**config.mk**
```make
export PLATFORM = sky130hd
export DESIGN_NAME = json_string_unescape_utf8_top
export DESIGN_NICKNAME = d
export VERILOG_FILES = /design/src/hw/rtl/jsu_pkg.sv /design/src/hw/rtl/jsu_decode.sv /design/src/hw/rtl/jsu_out_buf.sv /design/src/hw/rtl/json_string_unescape_utf8_top.sv
export SDC_FILE = /design/constraint.sdc
export NUM_CORES = 1
export LEC_CHECK = 0
export BUFFER_PORTS_ARGS = -buffer_cell sky130_fd_sc_hd__clkbuf_2
export CAP_MARGIN = 20
export CORE_ASPECT_RATIO = 0.75
export CORE_UTILIZATION = 60
export DETAILED_ROUTE_END_ITERATION = 7
export GPL_TIMING_DRIVEN = 1
export PLACE_DENSITY = 0.82
export SLEW_MARGIN = 0
export SYNTH_ARGS = -nofsm -noshare
export SYNTH_HDL_FRONTEND = slang
export SYNTH_SLANG_ARGS = --single-unit
```
**constraint.sdc**
```tcl
create_clock -name clock -period 7.9 [get_ports clock]
set_input_delay 0.395 -clock clock [delete_from_list [all_inputs] [get_ports clock]]
set_output_delay 0.395 -clock clock [all_outputs]
set_load 0.05 [all_outputs]
```
**src/hw/rtl/jsu_pkg.sv**
```systemverilog
// Shared types and constants for the JSON string unescaper.
// Holds the item structs, the decode mode enum and the state and output
// burst records. Depends on nothing.
package jsu_pkg;

   typedef struct packed {
      logic [7:0] in_byte;
      logic       end_of_string;
   } req_type;

   typedef struct packed {
      logic [7:0]  out_byte;
      logic        is_status;
      logic        status;
      logic [31:0] decoded_length;
      logic        last;
   } rsp_type;

   typedef enum logic [3:0] {
      MODE_TEXT    = 4'd0,
      MODE_ESC     = 4'd1,
      MODE_HEX_A   = 4'd2,
      MODE_NEED_BS = 4'd3,
      MODE_NEED_U  = 4'd4,
      MODE_HEX_B   = 4'd5,
      MODE_UTF8    = 4'd6
   } mode_type;

   typedef struct packed {
      mode_type    mode;
      logic [20:0] code_accum;
      logic [9:0]  high_half;
      logic [2:0]  hex_seen;
      logic [1:0]  cont_left;
      logic [1:0]  min_class;
      logic        error_seen;
      logic [31:0] byte_count;
   } dec_state_type;

   // Up to four result items; element 0 leaves first.
   typedef struct packed {
      logic [3:0][7:0] bytes;
      logic [2:0]      count;
      logic            is_status;
      logic            status;
      logic [31:0]     length;
   } burst_type;

   localparam logic [31:0] LEN_MAX        = 32'hFFFF_FFFF;
   localparam logic [7:0]  CTRL_LIMIT     = 8'h20;
   localparam logic [7:0]  CH_BACKSLASH   = 8'h5C;
   localparam logic [7:0]  CH_QUOTE       = 8'h22;
   localparam logic [7:0]  CH_SLASH       = 8'h2F;
   localparam logic [7:0]  CH_B           = 8'h62;
   localparam logic [7:0]  CH_F           = 8'h66;
   localparam logic [7:0]  CH_N           = 8'h6E;
   localparam logic [7:0]  CH_R           = 8'h72;
   localparam logic [7:0]  CH_T           = 8'h74;
   localparam logic [7:0]  CH_U           = 8'h75;
   localparam logic [7:0]  LEAD2_LO       = 8'hC2;
   localparam logic [7:0]  LEAD2_HI       = 8'hDF;
   localparam logic [7:0]  LEAD3_LO       = 8'hE0;
   localparam logic [7:0]  LEAD3_HI       = 8'hEF;
   localparam logic [7:0]  LEAD4_LO       = 8'hF0;
   localparam logic [7:0]  LEAD4_HI       = 8'hF4;
   localparam logic [15:0] HIGH_SURR_LO   = 16'hD800;
   localparam logic [15:0] HIGH_SURR_HI   = 16'hDBFF;
   localparam logic [15:0] LOW_SURR_LO    = 16'hDC00;
   localparam logic [15:0] LOW_SURR_HI    = 16'hDFFF;
   localparam logic [20:0] CP_MAX         = 21'h10FFFF;
   localparam logic [20:0] CP_SUPP_BASE   = 21'h010000;
   localparam logic [20:0] CP_SURR_LO     = 21'h00D800;
   localparam logic [20:0] CP_SURR_HI     = 21'h00DFFF;

endpackage

```
**src/hw/rtl/jsu_decode.sv**
```systemverilog
// Decoder state register and combinational step logic for one input item.
// Produces the burst of result items that the item causes.
// Depends on jsu_pkg.
module jsu_decode
   import jsu_pkg::*;
(
   input  logic      clock,
   input  logic      reset,
   input  logic      accept,
   input  req_type   req_data,
   output burst_type burst_in
);

   dec_state_type st_ff;
   dec_state_type st_in;

   logic [7:0]  c;
   logic        hex_ok;
   logic [3:0]  hex_val;
   logic [15:0] acc16;
   logic [20:0] acc21;
   logic [2:0]  hex_next;
   logic [1:0]  cont_next;
   logic [20:0] minimum;
   logic        do_fail;
   logic        cp_go;
   logic [20:0] cp;
   logic [2:0]  n_bytes;
   logic [32:0] count_sum;

   assign c = req_data.in_byte;

   always_comb begin
      hex_ok  = 1'b1;
      hex_val = 4'd0;
      if (c >= 8'h30 && c <= 8'h39) begin
         hex_val = 4'(c - 8'h30);
      end else if (c >= 8'h61 && c <= 8'h66) begin
         hex_val = 4'(c - 8'h57);
      end else if (c >= 8'h41 && c <= 8'h46) begin
         hex_val = 4'(c - 8'h37);
      end else begin
         hex_ok = 1'b0;
      end
   end

   assign acc16     = {st_ff.code_accum[11:0], hex_val};
   assign acc21     = {st_ff.code_accum[14:0], c[5:0]};
   assign hex_next  = st_ff.hex_seen + 3'd1;
   assign cont_next = (st_ff.cont_left != 2'd0) ? st_ff.cont_left - 2'd1 : 2'd0;

   always_comb begin
      unique case (st_ff.min_class)
         2'd1:    minimum = 21'h000080;
         2'd2:    minimum = 21'h000800;
         default: minimum = 21'h010000;
      endcase
   end

   always_comb begin
      st_in     = st_ff;
      burst_in  = '0;
      do_fail   = 1'b0;
      cp_go     = 1'b0;
      cp        = '0;
      n_bytes   = 3'd0;
      count_sum = '0;

      if (req_data.end_of_string) begin
         burst_in.count     = 3'd1;
         burst_in.is_status = 1'b1;
         burst_in.status    = st_ff.error_seen | (st_ff.mode != MODE_TEXT);
         burst_in.length    = st_ff.byte_count;
         st_in              = '0;
         st_in.mode         = MODE_TEXT;
      end else if (!st_ff.error_seen) begin
         unique case (st_ff.mode)
            MODE_TEXT: begin
               if (c < CTRL_LIMIT) begin
                  do_fail = 1'b1;
               end else if (c == CH_BACKSLASH) begin
                  st_in.mode = MODE_ESC;
               end else if (!c[7]) begin
                  cp_go = 1'b1;
                  cp    = 21'(c);
               end else if (c >= LEAD2_LO && c <= LEAD2_HI) begin
                  st_in.mode       = MODE_UTF8;
                  st_in.cont_left  = 2'd1;
                  st_in.min_class  = 2'd1;
                  st_in.code_accum = 21'(c[4:0]);
               end else if (c >= LEAD3_LO && c <= LEAD3_HI) begin
                  st_in.mode       = MODE_UTF8;
                  st_in.cont_left  = 2'd2;
                  st_in.min_class  = 2'd2;
                  st_in.code_accum = 21'(c[3:0]);
               end else if (c >= LEAD4_LO && c <= LEAD4_HI) begin
                  st_in.mode       = MODE_UTF8;
                  st_in.cont_left  = 2'd3;
                  st_in.min_class  = 2'd3;
                  st_in.code_accum = 21'(c[2:0]);
               end else begin
                  do_fail = 1'b1;
               end
            end
            MODE_ESC: begin
               cp_go = 1'b1;
               if (c == CH_QUOTE || c == CH_BACKSLASH || c == CH_SLASH) begin
                  cp = 21'(c);
               end else if (c == CH_B) begin
                  cp = 21'h08;
               end else if (c == CH_F) begin
                  cp = 21'h0C;
               end else if (c == CH_N) begin
                  cp = 21'h0A;
               end else if (c == CH_R) begin
                  cp = 21'h0D;
               end else if (c == CH_T) begin
                  cp = 21'h09;
               end else if (c == CH_U) begin
                  cp_go            = 1'b0;
                  st_in.mode       = MODE_HEX_A;
                  st_in.code_accum = '0;
                  st_in.hex_seen   = 3'd0;
               end else begin
                  cp_go   = 1'b0;
                  do_fail = 1'b1;
               end
            end
            MODE_HEX_A, MODE_HEX_B: begin
               if (!hex_ok) begin
                  do_fail = 1'b1;
               end else begin
                  st_in.code_accum = 21'(acc16);
                  st_in.hex_seen   = hex_next;
                  if (hex_next == 3'd4) begin
                     st_in.hex_seen = 3'd0;
                     if (st_ff.mode == MODE_HEX_A) begin
                        if (acc16 >= HIGH_SURR_LO && acc16 <= HIGH_SURR_HI) begin
                           st_in.high_half = acc16[9:0];
                           st_in.mode      = MODE_NEED_BS;
                        end else if (acc16 >= LOW_SURR_LO && acc16 <= LOW_SURR_HI) begin
                           do_fail = 1'b1;
                        end else begin
                           cp_go = 1'b1;
                           cp    = 21'(acc16);
                        end
                     end else if (acc16 < LOW_SURR_LO || acc16 > LOW_SURR_HI) begin
                        do_fail = 1'b1;
                     end else begin
                        cp_go = 1'b1;
                        cp    = CP_SUPP_BASE + 21'({st_ff.high_half, acc16[9:0]});
                     end
                  end
               end
            end
            MODE_NEED_BS: begin
               if (c != CH_BACKSLASH) begin
                  do_fail = 1'b1;
               end else begin
                  st_in.mode = MODE_NEED_U;
               end
            end
            MODE_NEED_U: begin
               if (c != CH_U) begin
                  do_fail = 1'b1;
               end else begin
                  st_in.mode       = MODE_HEX_B;
                  st_in.code_accum = '0;
                  st_in.hex_seen   = 3'd0;
               end
            end
            MODE_UTF8: begin
               if (c[7:6] != 2'b10) begin
                  do_fail = 1'b1;
               end else begin
                  st_in.code_accum = acc21;
                  st_in.cont_left  = cont_next;
                  if (cont_next == 2'd0) begin
                     if (acc21 < minimum || acc21 > CP_MAX ||
                         (acc21 >= CP_SURR_LO && acc21 <= CP_SURR_HI)) begin
                        do_fail = 1'b1;
                     end else begin
                        cp_go = 1'b1;
                        cp    = acc21;
                     end
                  end
               end
            end
            default: begin
               do_fail = 1'b1;
            end
         endcase

         if (cp_go && cp == 21'd0) begin
            do_fail = 1'b1;
         end

         if (do_fail) begin
            st_in.error_seen = 1'b1;
            st_in.mode       = MODE_TEXT;
         end else if (cp_go) begin
            st_in.mode = MODE_TEXT;
            if (cp < 21'h000080) begin
               n_bytes           = 3'd1;
               burst_in.bytes[0] = cp[7:0];
            end else if (cp < 21'h000800) begin
               n_bytes           = 3'd2;
               burst_in.bytes[0] = {3'b110, cp[10:6]};
               burst_in.bytes[1] = {2'b10, cp[5:0]};
            end else if (cp < 21'h010000) begin
               n_bytes           = 3'd3;
               burst_in.bytes[0] = {4'b1110, cp[15:12]};
               burst_in.bytes[1] = {2'b10, cp[11:6]};
               burst_in.bytes[2] = {2'b10, cp[5:0]};
            end else begin
               n_bytes           = 3'd4;
               burst_in.bytes[0] = {5'b11110, cp[20:18]};
               burst_in.bytes[1] = {2'b10, cp[17:12]};
               burst_in.bytes[2] = {2'b10, cp[11:6]};
               burst_in.bytes[3] = {2'b10, cp[5:0]};
            end
            burst_in.count  = n_bytes;
            burst_in.length = (st_ff.byte_count == LEN_MAX) ? LEN_MAX
                                                            : st_ff.byte_count + 32'd1;
            count_sum        = {1'b0, st_ff.byte_count} + 33'(n_bytes);
            st_in.byte_count = count_sum[32] ? LEN_MAX : count_sum[31:0];
         end
      end
   end

   // MODE_TEXT is the all-zero code, so clearing the record sets text mode.
   always_ff @(posedge clock) begin
      if (reset) begin
         st_ff <= '0;
      end else if (accept) begin
         st_ff <= st_in;
      end
   end

endmodule

```
**src/hw/rtl/jsu_out_buf.sv**
```systemverilog
// Result register for the unescaper: holds a burst of up to four result
// items and hands them out one per handshake. Depends on jsu_pkg.
module jsu_out_buf
   import jsu_pkg::*;
(
   input  logic      clock,
   input  logic      reset,
   input  logic      load,
   input  burst_type burst_in,
   output logic      can_load,
   output logic      rsp_valid,
   input  logic      rsp_ready,
   output rsp_type   rsp_data
);

   burst_type burst_ff;
   logic [2:0] count_ff;
   logic       pop;

   assign rsp_valid = count_ff != 3'd0;
   assign pop       = rsp_valid && rsp_ready;
   assign can_load  = (count_ff == 3'd0) || (count_ff == 3'd1 && rsp_ready);

   assign rsp_data.out_byte       = burst_ff.is_status ? 8'h00 : burst_ff.bytes[0];
   assign rsp_data.is_status      = burst_ff.is_status;
   assign rsp_data.status         = burst_ff.status;
   assign rsp_data.decoded_length = burst_ff.length;
   assign rsp_data.last           = count_ff == 3'd1;

   always_ff @(posedge clock) begin
      if (reset) begin
         count_ff <= 3'd0;
      end else if (load && burst_in.count != 3'd0) begin
         count_ff <= burst_in.count;
      end else if (pop) begin
         count_ff <= count_ff - 3'd1;
      end
   end

   always_ff @(posedge clock) begin
      if (load && burst_in.count != 3'd0) begin
         burst_ff <= burst_in;
      end else if (pop) begin
         burst_ff.bytes  <= {8'h00, burst_ff.bytes[3:1]};
         burst_ff.length <= (burst_ff.length == LEN_MAX) ? LEN_MAX
                                                         : burst_ff.length + 32'd1;
      end
   end

endmodule

```
**src/hw/rtl/json_string_unescape_utf8_top.sv**
```systemverilog
// Top level of the JSON string unescaper with UTF-8 validation.
// Depends on jsu_pkg, jsu_decode and jsu_out_buf.
//
// Each item is one raw byte of a JSON string body, or an end item that
// closes the string. An item is decoded in the cycle it is accepted and its
// results, zero to four, land in the result register. An item that causes no
// result does not load the result register; an item that completes a code
// point of N UTF-8 bytes holds it until all N bytes leave, one byte per rsp
// handshake, and the next item is taken in the cycle the last leaves. With rsp
// always ready the block therefore sustains one input item per cycle except
// while multi-byte code points drain. The end item yields one status item
// and returns the block to its reset state for the next string.
module json_string_unescape_utf8_top
   import jsu_pkg::*;
(
   input  logic    clock,
   input  logic    reset,
   input  logic    req_valid,
   output logic    req_ready,
   input  req_type req_data,
   output logic    rsp_valid,
   input  logic    rsp_ready,
   output rsp_type rsp_data
);

   logic      accept;
   logic      can_load;
   burst_type burst_in;

   assign req_ready = can_load;
   assign accept    = req_valid && req_ready;

   jsu_decode u_decode (
      .clock    (clock),
      .reset    (reset),
      .accept   (accept),
      .req_data (req_data),
      .burst_in (burst_in)
   );

   jsu_out_buf u_out_buf (
      .clock     (clock),
      .reset     (reset),
      .load      (accept),
      .burst_in  (burst_in),
      .can_load  (can_load),
      .rsp_valid (rsp_valid),
      .rsp_ready (rsp_ready),
      .rsp_data  (rsp_data)
   );

endmodule

```
# == Word-level counts from Yosys, hierarchy flattened ==
# Index checks and enable logic that the tools add are counted.
# totals
regBits,138
latch_bits,0
mem_bits_rw,0
rom_bits,0
inputBits,13
word_cells,324
mem_count,0
# op_classes
n_addsub,10
mul,0
div,0
magnitude_cmp,26
eq_ne,58
shift,0
n_mux,163
n_bitwise,1
reduce_logical,50
# op_table
operator,count
$mux W32,14
$mux W21,19
$mux W25,13
$mux W75,2
$mux W35,3
$pmux W21 S5,1
$pmux W21 S4,1
$mux W4,17
$add A32 B1 Y32 const B,2
$eq A32 B32 Y1 const B,2
$eq A8 B7 Y1 const B,7
$mux W3,18
$mux W1,51
$mux W16,3
$ne A5 B5 Y1 const B,9
$mux W38,1
$pmux W17 S2,1
$add A32 B3 Y33,1
$ne A3 B3 Y1 const B,11
$ge A16 B16 Y1 const B,2
$le A16 B16 Y1 const B,2
$mux W10,3
$ne A5 B2 Y1 const B,6
$ge A8 B8 Y1 const B,3
other kinds (64),116

# == Longest topological paths before layout ==
# logic_depth
depth_word,30
mapped_depth,23
depth_no_buf,23

# == Cells and area by module ==
# A second synthesis with hierarchy kept.
# unflattened
cells_unflattened,1504
area_unflattened_um2,11247.0
# by_module_without_submodules
module,instances,cells_per_inst,area_each_um2
jsu_decode,1,1090,7203.2
jsu_out_buf,1,413,4037.6
json_string_unescape_utf8_top,1,1,6.3

# == Worst setup path after synthesis ==
# No wires, ideal clock.
# synth_path
kind,input to register
startpoint,in req_data[1] (netlist name)
endpoint,reg u_decode.st_ff[28] (netlist name)
arrival_ns,4.933
t_required_ns,7.809
setup_slack_ns,2.876
stages,23
n_path_buf,1
path_cell_list,inv_1 -> ha_1 -> clkbuf_1 -> or3b_2 -> nand3_1 -> a211oi_1 -> o21a_1 -> a21oi_1 -> inv_1 -> a21oi_1 -> ha_1 -> inv_1 -> fa_1 -> nor2b_1 -> o21ai_0 -> nor2_1 -> nand3_1 -> or2_2 -> nor3_1 -> nand3_1 -> nor2_1 -> a21oi_1 -> a311oi_1
# synth_via
elab_chain_len,29
elab_cells_between_ends,148
classes_between,add/sub (5); order compare (26); eq/ne (12); mux (87); reduce/logical (18)
# synth_rtl
element,line_no,source
"start, declared",json_string_unescape_utf8_top.sv:20,"input req_type req_data,"
$ge A8 B7 Y1 or $le A8 B7 Y1 (tied branches),jsu_decode.sv:40,end else if (c >= 8'h41 && c <= 8'h46) begin
$logic_and A1 B1 Y1,jsu_decode.sv:40,
$mux W4,jsu_decode.sv:40,
$mux W4,jsu_decode.sv:38,end else if (c >= 8'h61 && c <= 8'h66) begin
$mux W4,jsu_decode.sv:36,if (c >= 8'h30 && c <= 8'h39) begin
$ge A16 B16 Y1 or $le A16 B16 Y1 (tied branches),jsu_decode.sv:141,end else if (acc16 >= LOW_SURR_LO && acc16 <= LOW_SURR_HI) begin
$logic_and A1 B1 Y1,jsu_decode.sv:141,
$mux W16,jsu_decode.sv:141,
[... 13 more ...],--,
$mux W3,jsu_decode.sv:76,end else if (!st_ff.error_seen) begin
$mux W3,jsu_decode.sv:69,if (req_data.end_of_string) begin
$add A32 B3 Y33,jsu_decode.sv:225,"count_sum = {1'b0, st_ff.byte_count} + 33'(n_bytes);"
$mux W32,jsu_decode.sv:226,st_in.byte_count = count_sum[32] ? LEN_MAX : count_sum[31:0];
$mux W32,jsu_decode.sv:201,end else if (cp_go) begin
$mux W32,jsu_decode.sv:198,if (do_fail) begin
$mux W75,jsu_decode.sv:76,
$mux W75,jsu_decode.sv:69,
"end signal, assigned",jsu_decode.sv:236,st_ff <= st_in;
"end, declared",jsu_decode.sv:14,dec_state_type st_ff;
# Parallel ways exist; a longest one is shown, timed or not. The select of a mux whose other input is x is not followed.
# A chain may end at the register's enable or synchronous reset.

# == Worst setup path after layout ==
# layout_path
startpoint,reg u_decode.st_ff[71] (netlist name)
endpoint,reg u_decode.st_ff[28] (netlist name)
# layout_via
elab_chain_len,21
elab_cells_between_ends,48
classes_between,add/sub (1); order compare (3); eq/ne (7); mux (31); reduce/logical (6)
# layout_rtl
element,line_no,source
$eq A4 B2 Y1,"jsu_decode.sv:77, jsu_decode.sv:137",
$mux W21,jsu_decode.sv:137,if (st_ff.mode == MODE_HEX_A) begin
$mux W21,jsu_decode.sv:135,if (hex_next == 3'd4) begin
$mux W21,jsu_decode.sv:130,if (!hex_ok) begin
$pmux W21 S4,jsu_decode.sv:77,unique case (st_ff.mode)
$mux W21,jsu_decode.sv:76,
$mux W21,jsu_decode.sv:69,
$lt A21 B17 Y1,jsu_decode.sv:210,end else if (cp < 21'h010000) begin
[... 5 more ...],--,
$mux W3,jsu_decode.sv:76,
$mux W3,jsu_decode.sv:69,
$add A32 B3 Y33,jsu_decode.sv:225,
$mux W32,jsu_decode.sv:226,
$mux W32,jsu_decode.sv:201,
$mux W32,jsu_decode.sv:198,
$mux W75,jsu_decode.sv:76,
$mux W75,jsu_decode.sv:69,
# Parallel ways exist; a longest one is shown, timed or not. The select of a mux whose other input is x is not followed.

==> flow_metrics.py <==
metrics = {
    "yosys": {
        "synth_area_sq_mm": 0.01007,
        "synth_edf_count": 63,
        "post_synth_xor_area_fraction_pct": 2.608,
        "ys_warn_count": 0,
        "avgSynthCellArea_sq_um": 7.767,
        "post-synth-top-area-cell": "edfxtp_1",
        "synthSimpleGateAreaFrac_pct": 25.51,
        "synth_top_family_by_area": "compound AO/OA/AOI/OAI gates",
        "synth_compound_area_share_pct": 27.20,
        "synth_ff_type": "dfxtp_1",
        "yosysTopAreaCellShare_pct": 18.78,
        "synthMuxAreaShare_pct": 1.404,
        "yosys-top-cells-area": "edfxtp_1 (19%), dfxtp_1 (14%), nand2_1 (6.2%)",
        "syn_inst": 1297,
        "synth-adder-area-share_pct": 2.559,
        "ys_ff_latch": 134,
        "async_flop_share_pct": 0,
        "synth-seq-area-share_pct": 32.89,
        "syn-num-nets": 1330,
        "ys_types": 85,
    },
    "setup_path": {
        "worst_path_most_repeated_cell": "nor2_1",
        "critPathMaxStageDelay_ps": 850,
        "r2r_slack_ps": 1830,
        "cp_cell_sequence": "and3b_1 > nand4_1 > a211oi_1 > o21a_1 > a21oi_1 > buf_4 > nand2_1 > nor2_1 > nor2_1 > inv_1 > fa_1 > nor2b_1 > o21ai_0 > nor2_1 > nand3_1 > or2_2 > nor3_1 > nand3_1 > nor2_1 > a21oi_1 > a311oi_1",
        "crit_fanout": 22,
        "worstPathRequired_ps": 8250,
        "startpoint_type": "register",
        "cp-end-kind": "register",
        "path_class": "register to register",
        "critical-path-top-delay-family": "simple AND/OR/NAND/NOR gates",
        "cp_num_buf_inv": 2,
        "r2r_end": "u_decode.st_ff[28]$_SDFFE_PP0P_",
        "worstReg2RegStart": "u_decode.st_ff[71]$_SDFFE_PP0P_",
        "reg2regPathDepth": 21,
        "worst_path_max_delay_cell": "a211oi_1",
        "worstPathArrival_ps": 6420,
    },
    "power_and_ir_drop": {
        "ir_worst_vdd_mv": 0.2702,
        "p_leak_nw": 3.767,
        "p_per_area_mw_per_mm2": 347.7,
    },
    "clock_network": {
        "cts_tree": "built",
        "clk_latency_ps": 440,
        "ctsResizeCount": 0,
        "cts_root_buf": "clkbuf_16",
        "cts-hold-fix-buffers": 0,
        "cts_buffers": 17,
        "cts_setup_buffers": 0,
        "cts_htree_levels": 4,
        "cts_buffer_depth": 2,
        "cts.sinks": 134,
        "clk_pin_slew_ps": 70,
    },
    "timing": {
        "maxSlewHeadroom_pct": 25.97,
        "worst_clock_skew_ps": 11.43,
        "max_freq_mhz": 164.7,
        "hold_ws_ps": 349.0,
        "fin_crit_sh_pct": 76.86,
        "drv_slew": 0,
        "layout_setup_ws_ps": 1828,
        "hold_viol_final": 0,
        "final.setup.tns_ps": 0,
        "finalCriticalPeriod_ps": 6072,
        "setup_violations": 0,
        "worst_pin_slew_ps": 1106,
        "grt_setup_unrepaired": "no",
    },
    "placed_design": {
        "gp_congestion": 0.9684,
        "dp.cells": 1451,
        "place_hpwl_microns": 22190,
        "pre_cts_ws_ps": 1761,
        "portBuffers": 57,
    },
    "floorplanning": {
        "die_area_sq_mm": 0.01732,
        "core_area_sq_mm": 0.01622,
        "rows": 40,
        "io_pins": 58,
        "die_h_microns": 114.2,
        "die_w_microns": 151.6,
        "start_util_pct": 62.12,
    },
    "global_routing": {
        "overflow": 0,
        "grt_pass1_wl_microns": 50570,
        "grt_max_degree": 50,
        "grt_antenna_before_repair": 0,
        "grt_pass1_vias": 9147,
        "track_usage_pct": 37.85,
    },
    "drt": {
        "first_pass_iters": 6,
        "drc_errors": 0,
        "wl_per_cell_microns": 21.49,
        "drt-total-wl_microns": 31870,
        "via_count": 10361,
        "drt_iter0_drc": 1570,
        "ant_nets": 0,
        "avgViaCountPerCell": 6.987,
    },
    "job": {
        "max-cap-violations": 0,
    },
    "worst_hold_path": {
        "hold_depth": 4,
        "holdPathEnd": "u_out_buf.count_ff[2]$_SDFFE_PP0P_",
        "hp-start": "rsp_ready",
        "hold_path_class": "primary input to register",
    },
    "run_status": {
        "status": "finished, final reports clean",
    },
    "layout": {
        "antenna_cells": 0,
        "n_fill_cell": 1351,
        "instances_no_fill": 1483,
        "drive_gt1_share_pct": 10.76,
        "area_growth_pct": 6.359,
        "final_nets": 1293,
    },
}
## worst max-delay path by stage
| stage | cells past startpoint | startpoint | slack, ps | to |
|---|---|---|---|---|
| 6_report | 21 | u_decode.st_ff[71]$_SDFFE_PP0P_ | 1830 | u_decode.st_ff[28]$_SDFFE_PP0P_ |
| 5_1_grt | 21 | u_decode.st_ff[71]$_SDFFE_PP0P_ | 1260 | u_decode.st_ff[28]$_SDFFE_PP0P_ |
| 4_1_cts | 21 | u_decode.st_ff[71]$_SDFFE_PP0P_ | 2060 | u_decode.st_ff[28]$_SDFFE_PP0P_ |
| 3_5_place_dp | 24 | req_data[1] | 1760 | u_decode.st_ff[28]$_SDFFE_PP0P_ |
| 3_3_place_gp | 24 | req_data[1] | 2000 | u_decode.st_ff[28]$_SDFFE_PP0P_ |
| 2_1_floorplan | 23 | req_data[1] | 2880 | u_decode.st_ff[28]$_SDFFE_PP0P_ |
## cells in the mapped netlist, drive strengths merged, types with 4 or more instances
cell type  count
a21oi        117
edfxtp        63
xnor2         12
o22ai          4
o21a          11
a221o         15
nand2        166
and4           7
nor2         109
a22o           7
inv           36
or4           12
nand3         63
a31oi         16
nor3          23
xor2          18
a32o           4
a21o          12
clkbuf        74
mux2i         13
and2          11
o211ai        12
o221ai         5
nand2b        13
nand4         21
nor2b         20
o21ai         90
dfxtp         71
a221oi         9
a211oi        17
buf           56
nor4           7
a22oi         30
or3           23
ha            19
and3          14
a32oi          4
a311oi        17
or2           11
nor3b          7
o31ai         18
## worst min-delay path, stage by stage
cell	delay, ps
clkbuf_2	100
nand3_1	80
o211ai_1	90
a211oi_1	70
## layer usage
metal | track usage (%) | vias up | share of wire [%]
li1 | - | 4715 | -
met1 | 56.72 | 4771 | 43
met2 | 51.45 | 817 | 40
met3 | 12.27 | 58 | 16
met4 | 9.571 | 0 | 1.6
met5 | 0 | - | 0
## through the flow
step	cell area, sq um	util [%]	power, mW
5_1_grt	10710	66.07	3.893
3_5_place_dp	10100	62.31	2.844
4_1_cts	10710	66.07	3.681
3_3_place_gp	10100	62.31	2.805
6_report	10710	66.07	3.725
2_1_floorplan	10070	-	2.551
## placed cells by master, fill, tap and decap left out, drive strengths merged, types with 30 or more instances in the layout
master and n:
nand3 63, a21oi 117, a22oi 30, nor2 109, clkbuf 76, inv 42
nand2 166, edfxtp 63, o21ai 90, dfxtp 71
## cell families after synthesis
kind of cell               after synthesis
xor gates and xnor gates                30
buffers and inverters                  167
DFF                                    134
muxes                                   14
and+or+nand+nor                        520
AOI/OAI and AO/OA                      412
adders and majority gates               20
## registers in the layout (all words and copies together), names as in the netlist
name                flops
u_out_buf.rsp_data     34
u_out_buf.count_ff      3
u_decode.acc21          3
u_out_buf.burst_ff     29
u_decode.acc16         12
u_decode.st_ff         53
## where the power goes
part	switching [mW]	internal [mW]
logic	1.22	0.461
registers	0.177	1.03
clock network	0.345	0.490
## cell type report
| class | count | area (sq um) | area share (%) |
|---|---|---|---|
| Timing Repair Buffer | 74 | 412.9 | 3.854 |
| Clock buffer | 19 | 452.9 | 4.227 |
| Multi-Input combinational cell | 996 | 5976 | 55.77 |
| Clock inverter | 13 | 157.7 | 1.471 |
| Inverter | 37 | 138.9 | 1.296 |
| Tap cell | 210 | 262.8 | 2.452 |
| Sequential cell | 134 | 3313 | 30.92 |
No activity file was read; power rests on OpenSTA's default activity.
